`src/hdl/rfd_pkg.sv`:
```
// shared types, codes and helpers of the routed frame deframer
`timescale 1ns / 1ps

package rfd_pkg;

    // field widths
    localparam int BYTE_W  = 8;
    localparam int KIND_W  = 3;
    localparam int DEST_W  = 2;
    localparam int PHASE_W = 3;
    localparam int CFG_IDX_W = 3;

    // configuration register indexes
    localparam logic [CFG_IDX_W-1:0] CFG_HEADER    = 3'd0;
    localparam logic [CFG_IDX_W-1:0] CFG_TAIL      = 3'd1;
    localparam logic [CFG_IDX_W-1:0] CFG_LOCAL     = 3'd2;
    localparam logic [CFG_IDX_W-1:0] CFG_CAMERA    = 3'd3;
    localparam logic [CFG_IDX_W-1:0] CFG_EXTENSION = 3'd4;

    // field kinds
    localparam logic [KIND_W-1:0] KIND_DEV     = 3'd0;
    localparam logic [KIND_W-1:0] KIND_CMD     = 3'd1;
    localparam logic [KIND_W-1:0] KIND_LEN     = 3'd2;
    localparam logic [KIND_W-1:0] KIND_PAYLOAD = 3'd3;
    localparam logic [KIND_W-1:0] KIND_TAIL    = 3'd4;

    // destinations
    localparam logic [DEST_W-1:0] DEST_LOCAL     = 2'd0;
    localparam logic [DEST_W-1:0] DEST_CAMERA    = 2'd1;
    localparam logic [DEST_W-1:0] DEST_EXTENSION = 2'd2;
    localparam logic [DEST_W-1:0] DEST_NONE      = 2'd3;

    // configuration register set
    typedef struct packed {
        logic [BYTE_W-1:0] header_byte;
        logic [BYTE_W-1:0] tail_byte;
        logic [BYTE_W-1:0] local_id;
        logic [BYTE_W-1:0] camera_id;
        logic [BYTE_W-1:0] extension_id;
    } t_cfg;

    // one parsed result item
    typedef struct packed {
        logic [KIND_W-1:0] field_kind;
        logic [BYTE_W-1:0] field_value;
        logic [BYTE_W-1:0] payload_index;
        logic [DEST_W-1:0] destination;
        logic              frame_end;
        logic              frame_good;
    } t_res;

    // device id to destination, local over camera over extension
    function automatic logic [DEST_W-1:0] pick_route(input logic [BYTE_W-1:0] id,
                                                     input t_cfg cfg);
        logic [DEST_W-1:0] dest;
        if (id == cfg.local_id) begin
            dest = DEST_LOCAL;
        end else if (id == cfg.camera_id) begin
            dest = DEST_CAMERA;
        end else if (id == cfg.extension_id) begin
            dest = DEST_EXTENSION;
        end else begin
            dest = DEST_NONE;
        end
        return dest;
    endfunction

endpackage

```
`src/hdl/routed_frame_deframer_top.sv`:
```
// top level of the routed frame deframer
//
//  channel   dir  handshake                       payload
//  s_axis    in   s_axis_tvalid / s_axis_tready   tdata: rx_byte
//  m_axis    out  m_axis_tvalid / m_axis_tready   tdata, tuser, tlast: parsed field
//  cfg       in   i_cfg_we                        i_cfg_idx, i_cfg_data
//
// one byte is taken every cycle while s_axis_tready is high; its result is registered in the
// result register or the skid stage before m_axis shows it, and a hunted or header byte gives no item
// s_axis_tready falls only while the skid stage holds an item, i.e. after
// the output has stalled with two results waiting; it rises the cycle after
// m_axis moves again
// synchronous active-low reset, no clearing pass; configuration is taken
// in the cycle that i_cfg_we is high
`timescale 1ns / 1ps

module routed_frame_deframer_top (
    input  logic        i_clk,
    input  logic        i_rst_n,
    // stream input
    input  logic        s_axis_tvalid,
    output logic        s_axis_tready,
    input  logic [7:0]  s_axis_tdata,   // [7:0] rx_byte
    // stream output
    output logic        m_axis_tvalid,
    input  logic        m_axis_tready,
    output logic [23:0] m_axis_tdata,   // [7:0] field_value, [15:8] payload_index,
                                        // [17:16] destination, [18] frame_good
    output logic [2:0]  m_axis_tuser,   // [2:0] field_kind
    output logic        m_axis_tlast,   // frame_end
    // configuration writes
    input  logic        i_cfg_we,
    input  logic [2:0]  i_cfg_idx,
    input  logic [7:0]  i_cfg_data
);
    import rfd_pkg::*;

    t_cfg w_cfg;
    t_res w_res;
    t_res w_out;
    logic w_res_valid;
    logic w_accept;

    assign w_accept = s_axis_tvalid && s_axis_tready;

    // configuration registers
    rfd_cfg u_cfg (
        .i_clk      (i_clk),
        .i_rst_n    (i_rst_n),
        .i_cfg_we   (i_cfg_we),
        .i_cfg_idx  (i_cfg_idx),
        .i_cfg_data (i_cfg_data),
        .o_cfg      (w_cfg)
    );

    // byte parser
    rfd_parse u_parse (
        .i_clk       (i_clk),
        .i_rst_n     (i_rst_n),
        .i_accept    (w_accept),
        .i_byte      (s_axis_tdata),
        .i_cfg       (w_cfg),
        .o_res_valid (w_res_valid),
        .o_res       (w_res)
    );

    // result register and skid stage
    rfd_out_buf u_out_buf (
        .i_clk       (i_clk),
        .i_rst_n     (i_rst_n),
        .i_valid     (w_res_valid),
        .i_res       (w_res),
        .i_out_ready (m_axis_tready),
        .o_in_ready  (s_axis_tready),
        .o_valid     (m_axis_tvalid),
        .o_res       (w_out)
    );

    // output packing
    assign m_axis_tdata = {5'd0, w_out.frame_good, w_out.destination,
                           w_out.payload_index, w_out.field_value};
    assign m_axis_tuser = w_out.field_kind;
    assign m_axis_tlast = w_out.frame_end;

endmodule

```
`src/hdl/rfd_cfg.sv`:
```
// configuration register file of the routed frame deframer
`timescale 1ns / 1ps

module rfd_cfg (
    input  logic                           i_clk,
    input  logic                           i_rst_n,
    input  logic                           i_cfg_we,
    input  logic [rfd_pkg::CFG_IDX_W-1:0]  i_cfg_idx,
    input  logic [rfd_pkg::BYTE_W-1:0]     i_cfg_data,
    output rfd_pkg::t_cfg                  o_cfg
);
    import rfd_pkg::*;

    t_cfg r_cfg;

    // register writes, indexes past the list are dropped
    always_ff @(posedge i_clk) begin
        if (!i_rst_n) begin
            r_cfg.header_byte  <= 8'd0;
            r_cfg.tail_byte    <= 8'd0;
            r_cfg.local_id     <= 8'd0;
            r_cfg.camera_id    <= 8'd1;
            r_cfg.extension_id <= 8'd2;
        end else if (i_cfg_we) begin
            unique case (i_cfg_idx)
                CFG_HEADER:    r_cfg.header_byte  <= i_cfg_data;
                CFG_TAIL:      r_cfg.tail_byte    <= i_cfg_data;
                CFG_LOCAL:     r_cfg.local_id     <= i_cfg_data;
                CFG_CAMERA:    r_cfg.camera_id    <= i_cfg_data;
                CFG_EXTENSION: r_cfg.extension_id <= i_cfg_data;
                default: ;
            endcase
        end
    end

    assign o_cfg = r_cfg;

endmodule

```
`src/hdl/rfd_parse.sv`:
```
// phase machine that parses one received byte per cycle while bytes are accepted
`timescale 1ns / 1ps

module rfd_parse (
    input  logic                       i_clk,
    input  logic                       i_rst_n,
    input  logic                       i_accept,
    input  logic [rfd_pkg::BYTE_W-1:0] i_byte,
    input  rfd_pkg::t_cfg              i_cfg,
    output logic                       o_res_valid,
    output rfd_pkg::t_res              o_res
);
    import rfd_pkg::*;

    localparam logic [PHASE_W-1:0] PH_HUNT    = 3'd0;
    localparam logic [PHASE_W-1:0] PH_DEV     = 3'd1;
    localparam logic [PHASE_W-1:0] PH_CMD     = 3'd2;
    localparam logic [PHASE_W-1:0] PH_LEN     = 3'd3;
    localparam logic [PHASE_W-1:0] PH_PAYLOAD = 3'd4;
    localparam logic [PHASE_W-1:0] PH_TAIL    = 3'd5;

    logic [PHASE_W-1:0] r_phase, n_phase;
    logic [BYTE_W-1:0]  r_bytes_left, n_bytes_left;
    logic [BYTE_W-1:0]  r_byte_position, n_byte_position;
    logic [DEST_W-1:0]  r_route, n_route;
    logic [DEST_W-1:0]  w_dest;

    // next state and result for the byte at the input
    always_comb begin
        n_phase         = r_phase;
        n_bytes_left    = r_bytes_left;
        n_byte_position = r_byte_position;
        n_route         = r_route;
        w_dest          = r_route;
        o_res_valid     = 1'b0;
        o_res.field_kind    = KIND_DEV;
        o_res.field_value   = i_byte;
        o_res.payload_index = '0;
        o_res.frame_end     = 1'b0;
        o_res.frame_good    = 1'b0;
        unique case (r_phase)
            PH_DEV: begin
                n_route     = pick_route(i_byte, i_cfg);
                w_dest      = n_route;
                o_res_valid = i_accept;
                n_phase     = PH_CMD;
            end
            PH_CMD: begin
                o_res.field_kind = KIND_CMD;
                o_res_valid      = i_accept;
                n_phase          = PH_LEN;
            end
            PH_LEN: begin
                o_res.field_kind = KIND_LEN;
                o_res_valid      = i_accept;
                n_bytes_left     = i_byte;
                n_byte_position  = '0;
                n_phase          = (i_byte != '0) ? PH_PAYLOAD : PH_TAIL;
            end
            PH_PAYLOAD: begin
                o_res.field_kind    = KIND_PAYLOAD;
                o_res.payload_index = r_byte_position;
                o_res_valid         = i_accept;
                n_byte_position     = r_byte_position + 8'd1;
                n_bytes_left        = r_bytes_left - 8'd1;
                if (r_bytes_left == 8'd1) begin
                    n_phase = PH_TAIL;
                end
            end
            PH_TAIL: begin
                o_res.field_kind = KIND_TAIL;
                o_res.frame_end  = 1'b1;
                o_res.frame_good = (i_byte == i_cfg.tail_byte);
                o_res_valid      = i_accept;
                n_phase          = PH_HUNT;
                n_bytes_left     = '0;
                n_byte_position  = '0;
            end
            default: begin
                // hunting, unused codes included
                n_phase = (i_byte == i_cfg.header_byte) ? PH_DEV : PH_HUNT;
            end
        endcase
        o_res.destination = w_dest;
    end

    // phase registers advance only on an accepted item
    always_ff @(posedge i_clk) begin
        if (!i_rst_n) begin
            r_phase         <= PH_HUNT;
            r_bytes_left    <= '0;
            r_byte_position <= '0;
            r_route         <= DEST_NONE;
        end else if (i_accept) begin
            r_phase         <= n_phase;
            r_bytes_left    <= n_bytes_left;
            r_byte_position <= n_byte_position;
            r_route         <= n_route;
        end
    end

    // payload phase always has bytes to go
    a_payload_left: assert property (@(posedge i_clk) disable iff (!i_rst_n)
        r_phase == PH_PAYLOAD |-> r_bytes_left != '0)
        else $error("payload phase with no bytes left");

    // hunting starts from cleared counters
    a_hunt_clear: assert property (@(posedge i_clk) disable iff (!i_rst_n)
        r_phase == PH_HUNT |-> (r_bytes_left == '0 && r_byte_position == '0))
        else $error("counters not cleared while hunting");

    // a tail item ends the frame
    a_tail_hunt: assert property (@(posedge i_clk) disable iff (!i_rst_n)
        (i_accept && r_phase == PH_TAIL) |=> r_phase == PH_HUNT)
        else $error("no return to hunting after tail");

endmodule

```
`src/hdl/rfd_out_buf.sv`:
```
// result register with skid stage toward the output channel
`timescale 1ns / 1ps

module rfd_out_buf (
    input  logic          i_clk,
    input  logic          i_rst_n,
    input  logic          i_valid,
    input  rfd_pkg::t_res i_res,
    input  logic          i_out_ready,
    output logic          o_in_ready,
    output logic          o_valid,
    output rfd_pkg::t_res o_res
);
    import rfd_pkg::*;

    logic r_out_valid;
    logic r_skid_valid;
    t_res r_out;
    t_res r_skid;
    logic w_out_fire;

    assign w_out_fire = r_out_valid && i_out_ready;
    assign o_in_ready = !r_skid_valid;

    // control of the two result slots
    always_ff @(posedge i_clk) begin
        if (!i_rst_n) begin
            r_out_valid  <= 1'b0;
            r_skid_valid <= 1'b0;
        end else if (r_skid_valid) begin
            if (w_out_fire) begin
                r_skid_valid <= 1'b0;
            end
        end else if (i_valid) begin
            if (r_out_valid && !w_out_fire) begin
                r_skid_valid <= 1'b1;
            end else begin
                r_out_valid <= 1'b1;
            end
        end else if (w_out_fire) begin
            r_out_valid <= 1'b0;
        end
    end

    // result payload
    always_ff @(posedge i_clk) begin
        if (r_skid_valid) begin
            if (w_out_fire) begin
                r_out <= r_skid;
            end
        end else if (i_valid) begin
            if (r_out_valid && !w_out_fire) begin
                r_skid <= i_res;
            end else begin
                r_out <= i_res;
            end
        end
    end

    assign o_valid = r_out_valid;
    assign o_res   = r_out;

    // skid only fills behind a waiting result
    a_skid_behind: assert property (@(posedge i_clk) disable iff (!i_rst_n)
        r_skid_valid |-> r_out_valid)
        else $error("skid slot full with empty output slot");

    // a held skid item stays until the output moves
    a_skid_hold: assert property (@(posedge i_clk) disable iff (!i_rst_n)
        (r_skid_valid && !w_out_fire) |=> (r_skid_valid && $stable(r_skid)))
        else $error("skid item lost during stall");

    // an item into an empty buffer lands in the output slot
    a_direct: assert property (@(posedge i_clk) disable iff (!i_rst_n)
        (i_valid && !r_out_valid && !r_skid_valid) |=> (r_out_valid && !r_skid_valid))
        else $error("item into empty buffer misplaced");

endmodule

```
`config.mk`:
```
export PLATFORM = sky130hd
export DESIGN_NAME = routed_frame_deframer_top
export DESIGN_NICKNAME = d
export VERILOG_FILES = /design/src/hdl/rfd_pkg.sv /design/src/hdl/routed_frame_deframer_top.sv /design/src/hdl/rfd_cfg.sv /design/src/hdl/rfd_parse.sv /design/src/hdl/rfd_out_buf.sv
export SDC_FILE = /design/constraint.sdc
export NUM_CORES = 1
export LEC_CHECK = 0
export ABC_AREA = 1
export BUFFER_PORTS_ARGS = -buffer_cell sky130_fd_sc_hd__buf_2
export CAP_MARGIN = 20
export CELL_PAD_IN_SITES_DETAIL_PLACEMENT = 1
export CELL_PAD_IN_SITES_GLOBAL_PLACEMENT = 1
export CORE_MARGIN = 4
export CORE_UTILIZATION = 47
export CTS_CLUSTER_DIAMETER = 80
export DETAILED_ROUTE_END_ITERATION = 10
export GPL_TIMING_DRIVEN = 1
export PLACE_DENSITY = 0.83
export SLEW_MARGIN = 25
export SYNTH_ARGS = -nofsm -noshare
export SYNTH_HDL_FRONTEND = slang
export SYNTH_SLANG_ARGS = --single-unit
```
`constraint.sdc`:
```
create_clock -name i_clk -period 3.6 [get_ports i_clk]
set_input_delay 0.36 -clock i_clk [delete_from_list [all_inputs] [get_ports i_clk]]
set_output_delay 0.36 -clock i_clk [all_outputs]
set_load 0.02 [all_outputs]
```
# ---- After elaboration in Yosys (flattened, before gate mapping)
# Index checks and enable logic that the tools add are counted.
dict set report word_totals {
  ramBits 0
  regBits 109
  mem_bits_ro 0
  latchBits 0
  inputBits 24
  wordCells 94
  n_memories 0
  out_inout_bits 30
}
dict set report op_classes {
  mux 25
  shifts 0
  bitwise 1
  n_eq_ne 19
  add_sub_neg 2
  n_reduce_logical 24
  div 0
  mul 0
  magnitude_cmp 0
}
# op n
set ops {}
lappend ops {{$mux W23} 4}
lappend ops {{$eq A8 B8 Y1} 5}
lappend ops {{$pmux W8 S3} 1}
lappend ops {{$pmux W8 S2} 1}
lappend ops {{$reduce_and A2 Y1} 8}
lappend ops {{$pmux W3 S5} 1}
lappend ops {{$eq A3 B2 Y1 const B} 4}
lappend ops {{$pmux W3 S4} 1}
lappend ops {{$mux W1} 11}
lappend ops {{$eq A3 B3 Y1 const B} 3}
lappend ops {{$reduce_and A3 Y1} 3}
lappend ops {{$add A8 B1 Y8 const B} 1}
lappend ops {{$eq A8 B1 Y1 const B} 1}
lappend ops {{$mux W2} 4}
lappend ops {{$mux W8} 1}
lappend ops {{$reduce_bool A8 Y1} 1}
lappend ops {{$sub A8 B1 Y8 const B} 1}
lappend ops {{$eq A3 B1 Y1 const B} 2}
lappend ops {{$reduce_bool A2 Y1} 3}
lappend ops {{$reduce_or A5 Y1} 1}
lappend ops {{$ne A2 B1 Y1 const B} 2}
lappend ops {{$ne A2 B2 Y1 const B} 2}
lappend ops {{$logic_and A1 B1 Y1} 3}
lappend ops {{$logic_not A3 Y1} 1}
lappend ops {{other kinds (5)} 6}

# ---- Longest topological paths before layout
dict set report logic_depth {
  depth_word 8
  depth_mapped 12
  ltp_nobuf 11
}

# ---- By module
# Synthesis repeated with hierarchy kept, for this count alone.
dict set report hier_totals {
  cells_unflattened 731
  area_unflattened_um2 5465.2
}
# mod n_inst area_per_inst_um2 seq_area_each_um2 cells_per_inst
set modules_own_cells {}
lappend modules_own_cells {rfd_parse 1 1988.2 420.4 347}
lappend modules_own_cells {rfd_out_buf 1 1835.5 1421.4 141}
lappend modules_own_cells {rfd_cfg 1 1592.8 800.8 235}
lappend modules_own_cells {routed_frame_deframer_top 1 48.8 0.0 8}

# ---- Worst setup path after synthesis
# No wires, ideal clock.
dict set report synth_path {
  kind {register -> register}
  startpoint {reg u_parse.r_phase[2]}
  endpoint {reg u_out_buf.r_out (netlist bit u_out_buf.o_res[0]) (enable)}
  stages_incl_launch_ff 8
  slack_ns 1.371
  required_ns 3.199
  arrival_time_ns 1.828
  cell_sequence {dfxtp_1 -> inv_2 -> ha_1 -> nand3b_1 -> nand2_1 -> o21ai_0 -> inv_1 -> nor2_1}
}
dict set report synth_between {
  elab_chain_cells 5
  word_cells_on_any_way 9
  cone_classes {5 x eq/ne; 1 x mux; 3 x reduce/logical}
}
# item line_no
set synth_rtl {}
lappend synth_rtl {{from (decl)} rfd_parse.sv:22} ;# logic [PHASE_W-1:0] r_phase, n_phase;
lappend synth_rtl {{from (signal assigned)} rfd_parse.sv:95} ;# r_phase <= n_phase;
lappend synth_rtl {{$eq A3 B1 Y1, or another cell as far along} rfd_parse.sv:41} ;# unique case (r_phase)
lappend synth_rtl {{$reduce_or A5 Y1 (no line) *} n/a}
lappend synth_rtl {{$mux W1 *} rfd_parse.sv:41}
lappend synth_rtl {{$reduce_bool A2 Y1 (no line) *} n/a}
lappend synth_rtl {{$reduce_and A3 Y1 (no line) *} n/a}
lappend synth_rtl {{to (signal assigned)} rfd_out_buf.sv:49} ;# r_out <= r_skid;
lappend synth_rtl {{to (signal assigned)} rfd_out_buf.sv:55} ;# r_out <= i_res;
lappend synth_rtl {{to (decl)} rfd_out_buf.sv:18} ;# t_res r_out;
# Every way passes the cells marked *; elsewhere a longest branch is shown, timed or not.
# A chain may end at the register's enable or synchronous reset.

# ---- Worst setup path in the final report
dict set report layout_path {
  startpoint {reg u_out_buf.r_skid_valid}
  endpoint {reg u_out_buf.r_skid[13] (netlist name) (enable)}
}
dict set report layout_between {
  elab_chain_cells 4
  word_cells_on_any_way 5
  cone_classes {1 x mux; 1 x bitwise; 3 x reduce/logical}
}
# item line_no
set layout_rtl {}
lappend layout_rtl {{from (decl)} rfd_out_buf.sv:17} ;# logic r_skid_valid;
lappend layout_rtl {{from (signal assigned)} rfd_out_buf.sv:29} ;# r_skid_valid <= 1'b0;
lappend layout_rtl {{from (signal assigned)} rfd_out_buf.sv:32} ;# r_skid_valid <= 1'b0;
lappend layout_rtl {{from (signal assigned)} rfd_out_buf.sv:36} ;# r_skid_valid <= 1'b1;
lappend layout_rtl {{$logic_not A1 Y1} rfd_out_buf.sv:23} ;# assign o_in_ready = !r_skid_valid;
lappend layout_rtl {{$logic_and A1 B1 Y1} routed_frame_deframer_top.sv:44} ;# assign w_accept = s_axis_tvalid && s_axis_tready;
lappend layout_rtl {{$mux W1} rfd_parse.sv:41}
lappend layout_rtl {{$reduce_and A3 Y1 (no line) *} n/a}
lappend layout_rtl {{to (signal assigned)} rfd_out_buf.sv:53} ;# r_skid <= i_res;
lappend layout_rtl {{to (decl)} rfd_out_buf.sv:19} ;# t_res r_skid;
# Marks and branches as above.

==> metrics.yaml <==
placed_cells: 795
fin_ws_ps: 1358
place_ws_ps: 1122
final_max_slew_viol_count: 0
worstSetupStartpointType: "register"
synth_cells: 630
die-area_um2: 12620
ctsHoldBuffers: 0
r2r-start: "u_out_buf.r_skid_valid$_SDFF_PN0_"
syn-cell-area_um2: 5115
avgSynthCellArea_um2: 8.119
fin_skew_ps: 12.71
cp_num_buf_inv: 5
grt_first_pass_wirelength_um: 22250
gr-total-overflow: 0
crit_path_top_delay_cell: "inv_1"
root_buffer: "clkbuf_8"
grt_setup_unrepaired: "false"
reg2reg_slack_ps: 1360
multi_input_area_um2: 2137
num_rows: 37
endpoint: "u_out_buf.r_skid[13]$_DFFE_PP_"
fin_area_um2: 5640
boundaryPins: 54
critical_path_required_ps: 3610
status: "completed"
postLayoutCoreUtil_pct: 53.91
p_leak_nw: 2.338
area_growth_pct: 10.27
vias: 4267
cts_inserted_buffers: 9
final-hold-violation-count: 0
drc_errors: 0
first_pass_iters: 4
critPathLaunch: "u_out_buf.r_skid_valid$_SDFF_PN0_"
r2r-end: "u_out_buf.r_skid[13]$_DFFE_PP_"
regArea_um2: 2582
first_global_vias: 4399
async_flop_share_pct: 0
wl_per_cell_um: 16.70
crit_path_max_incr_delay_ps: 600
cp-end-kind: "register"
gp_congestion: 0.8066
final.fill_count: 1316
layout_common_cells: "149 x nand2_1, 88 x nor2_1, 63 x dfxtp_1"
antenna_found_initial: 0
initial_core_util_pct: 48.89
critPathTopFamily: "buffers and inverters"
setup_viol: 0
synth_top_area_share_pct: 25.83
ys.warnings.count: 0
vias_per_cell: 5.261
post_cts_buffers: 0
fp.dieW_um: 112.3
layout_commonest_cell: "nand2_1"
ant_nets: 0
ys_types: 40
placed_area_um2: 5420
max_slew_margin_pct: 46.48
htree_num_levels: 3
clk_pin_slew_worst_paths_ps: 100
cts.sinks: 107
layoutNonFillerInstCount: 811
crit_chain: "buf_4 -> inv_2 -> nand2_2 -> inv_4 -> nand2_1 -> inv_1 -> nand2_1 -> inv_1"
fp.dieH_um: 112.3
post-dp-hpwl_um: 9942
cts_resized: 0
coreArea_um2: 10460
arrival_ps: 2250
grt_max_degree: 51
critical_path_class: "register to register"
cts_tree: "yes"
period_needed_ps: 2242
synth_area_leaders: "edfxtp_1 26%, dfxtp_1 25%, nand2_1 11%, nor2_1 6.5%, o21ai_0 5.9%"
yosys.area.top_type: "edfxtp_1"
worst-r2r-cell-count: 8
cts_buffer_depth: 2
cp_max_fo: 33
timing.fmax_ghz: 0.4461
fin_crit_sh_pct: 62.27
io_buffers: 48
synth_seq_cells: 107
cp.depth: 8
worst_pin_slew_ps: 801.9
ys.flop_type: "dfxtp_1"
fin_tns_setup_ps: 0
clk_latency_ps: 370
synth_edf_count: 44
drv_cap: 0
drive_above_1_share_pct: 14.67
drtIter0Drc: 276
drt-total-wl_um: 13540
seq_area_frac_synth_pct: 50.49
vdd_drop_max_mv: 0.1885
hold_class: "primary input to register"
power_density_nw_per_um2: 443.4
antenna_cells: 0
grtUsageTotal_pct: 22.06
fin_nets: 699
## worst register-to-register path: cells and delay by family (launching register included)
kind                   cells  cell delay [ps]
buffers and inverters      5             1260
flip-flops                 1              310
AND/OR/NAND/NOR            3              290
## cells in the mapped netlist, types with 2 or more instances
cell type,instances
xnor2_1,14
clkbuf_1,7
inv_2,5
a211oi_1,5
nor2_4,2
nand2_1,149
o21ai_1,2
o21ai_0,60
a21oi_1,36
nand3_1,12
buf_4,6
clkinv_1,3
or2_2,3
nand2_2,4
nor3_1,8
o211ai_1,3
o21ai_2,2
buf_2,11
inv_1,62
ha_1,5
nor2_2,5
o22ai_1,4
dfxtp_1,63
nand2_4,2
nand3_4,2
xor2_1,6
nand4_1,5
edfxtp_1,44
nor2_1,89
## through the flow
step           power (W)  hold WS, ps
5_1_grt         0.002616        290.9
2_1_floorplan   0.001612        440.8
3_3_place_gp    0.001694        452.8
3_5_place_dp    0.001714        462.6
6_report        0.002501        280.6
4_1_cts         0.002510        282.5
## cells by family (layout without fill, tap and decap cells)
kind of cell | after synthesis | in the layout | synth area share [%]
xor gates and xnor gates | 20 | 20 | 3.425
buffers and inverters | 97 | 138 | 8.170
adders and majority gates | 5 | 5 | 1.223
and+or+nand+nor | 286 | 286 | 24.46
AOI/OAI and AO/OA | 114 | 114 | 12.16
DFF | 107 | 107 | 50.49
other | 1 | 5 | 0.07332
## power breakdown
group / switching, W / total, W / leakage (nW) / internal, W
Clock: 0.000420 / 0.000811 / 0.107 / 0.000391
Sequential: 0.0000291 / 0.00135 / 0.918 / 0.00132
Combinational: 0.000239 / 0.000345 / 1.31 / 0.000106
## layout make-up
type / count / share of cell area, %
Clock buffer: 9 / 2.196
Timing Repair Buffer: 50 / 4.525
Clock inverter: 7 / 1.619
Multi-Input combinational cell: 430 / 37.89
Sequential cell: 107 / 45.79
Tap cell: 136 / 3.017
Inverter: 72 / 4.969
## metal layers
layer | wire length [um] | global-route usage [%] | vias to the layer above
met3 | 760 | 3.504 | 18
met1 | 5813 | 28.75 | 2047
met4 | 196 | 5.929 | 0
li1 | - | - | 2101
met5 | 0 | 0 | -
met2 | 6772 | 38.22 | 101
## worst min-delay path by stage
stage | to | slack [ps] | depth (start not counted) | from
after CTS | u_cfg.o_cfg[36]$_SDFFE_PN0P_ | 280 | 3 | i_cfg_data[4]
after global placement | u_cfg.o_cfg[7]$_SDFFE_PN0P_ | 450 | 2 | u_cfg.o_cfg[7]$_SDFFE_PN0P_
after floorplan | u_parse.r_route[0]$_SDFFE_PN1P_ | 440 | 2 | u_parse.r_route[0]$_SDFFE_PN1P_
after global routing | u_cfg.o_cfg[25]$_SDFFE_PN0P_ | 290 | 3 | i_cfg_data[1]
after detailed placement | u_cfg.o_cfg[16]$_SDFFE_PN0P_ | 460 | 2 | u_cfg.o_cfg[16]$_SDFFE_PN0P_
final | u_cfg.o_cfg[36]$_SDFFE_PN0P_ | 280 | 3 | i_cfg_data[4]
## flip-flops by register name, summed over array words and instances (netlist names)
signal,flops
u_cfg.o_cfg,40
u_out_buf.o_res,22
u_out_buf.r_skid,22
u_parse.r_byte_position,8
u_parse.r_bytes_left,8
u_parse.r_phase,3
u_parse.r_route,2
u_out_buf.o_valid,1
u_out_buf.r_skid_valid,1
Note: power is estimated with default switching activity, not from simulation.
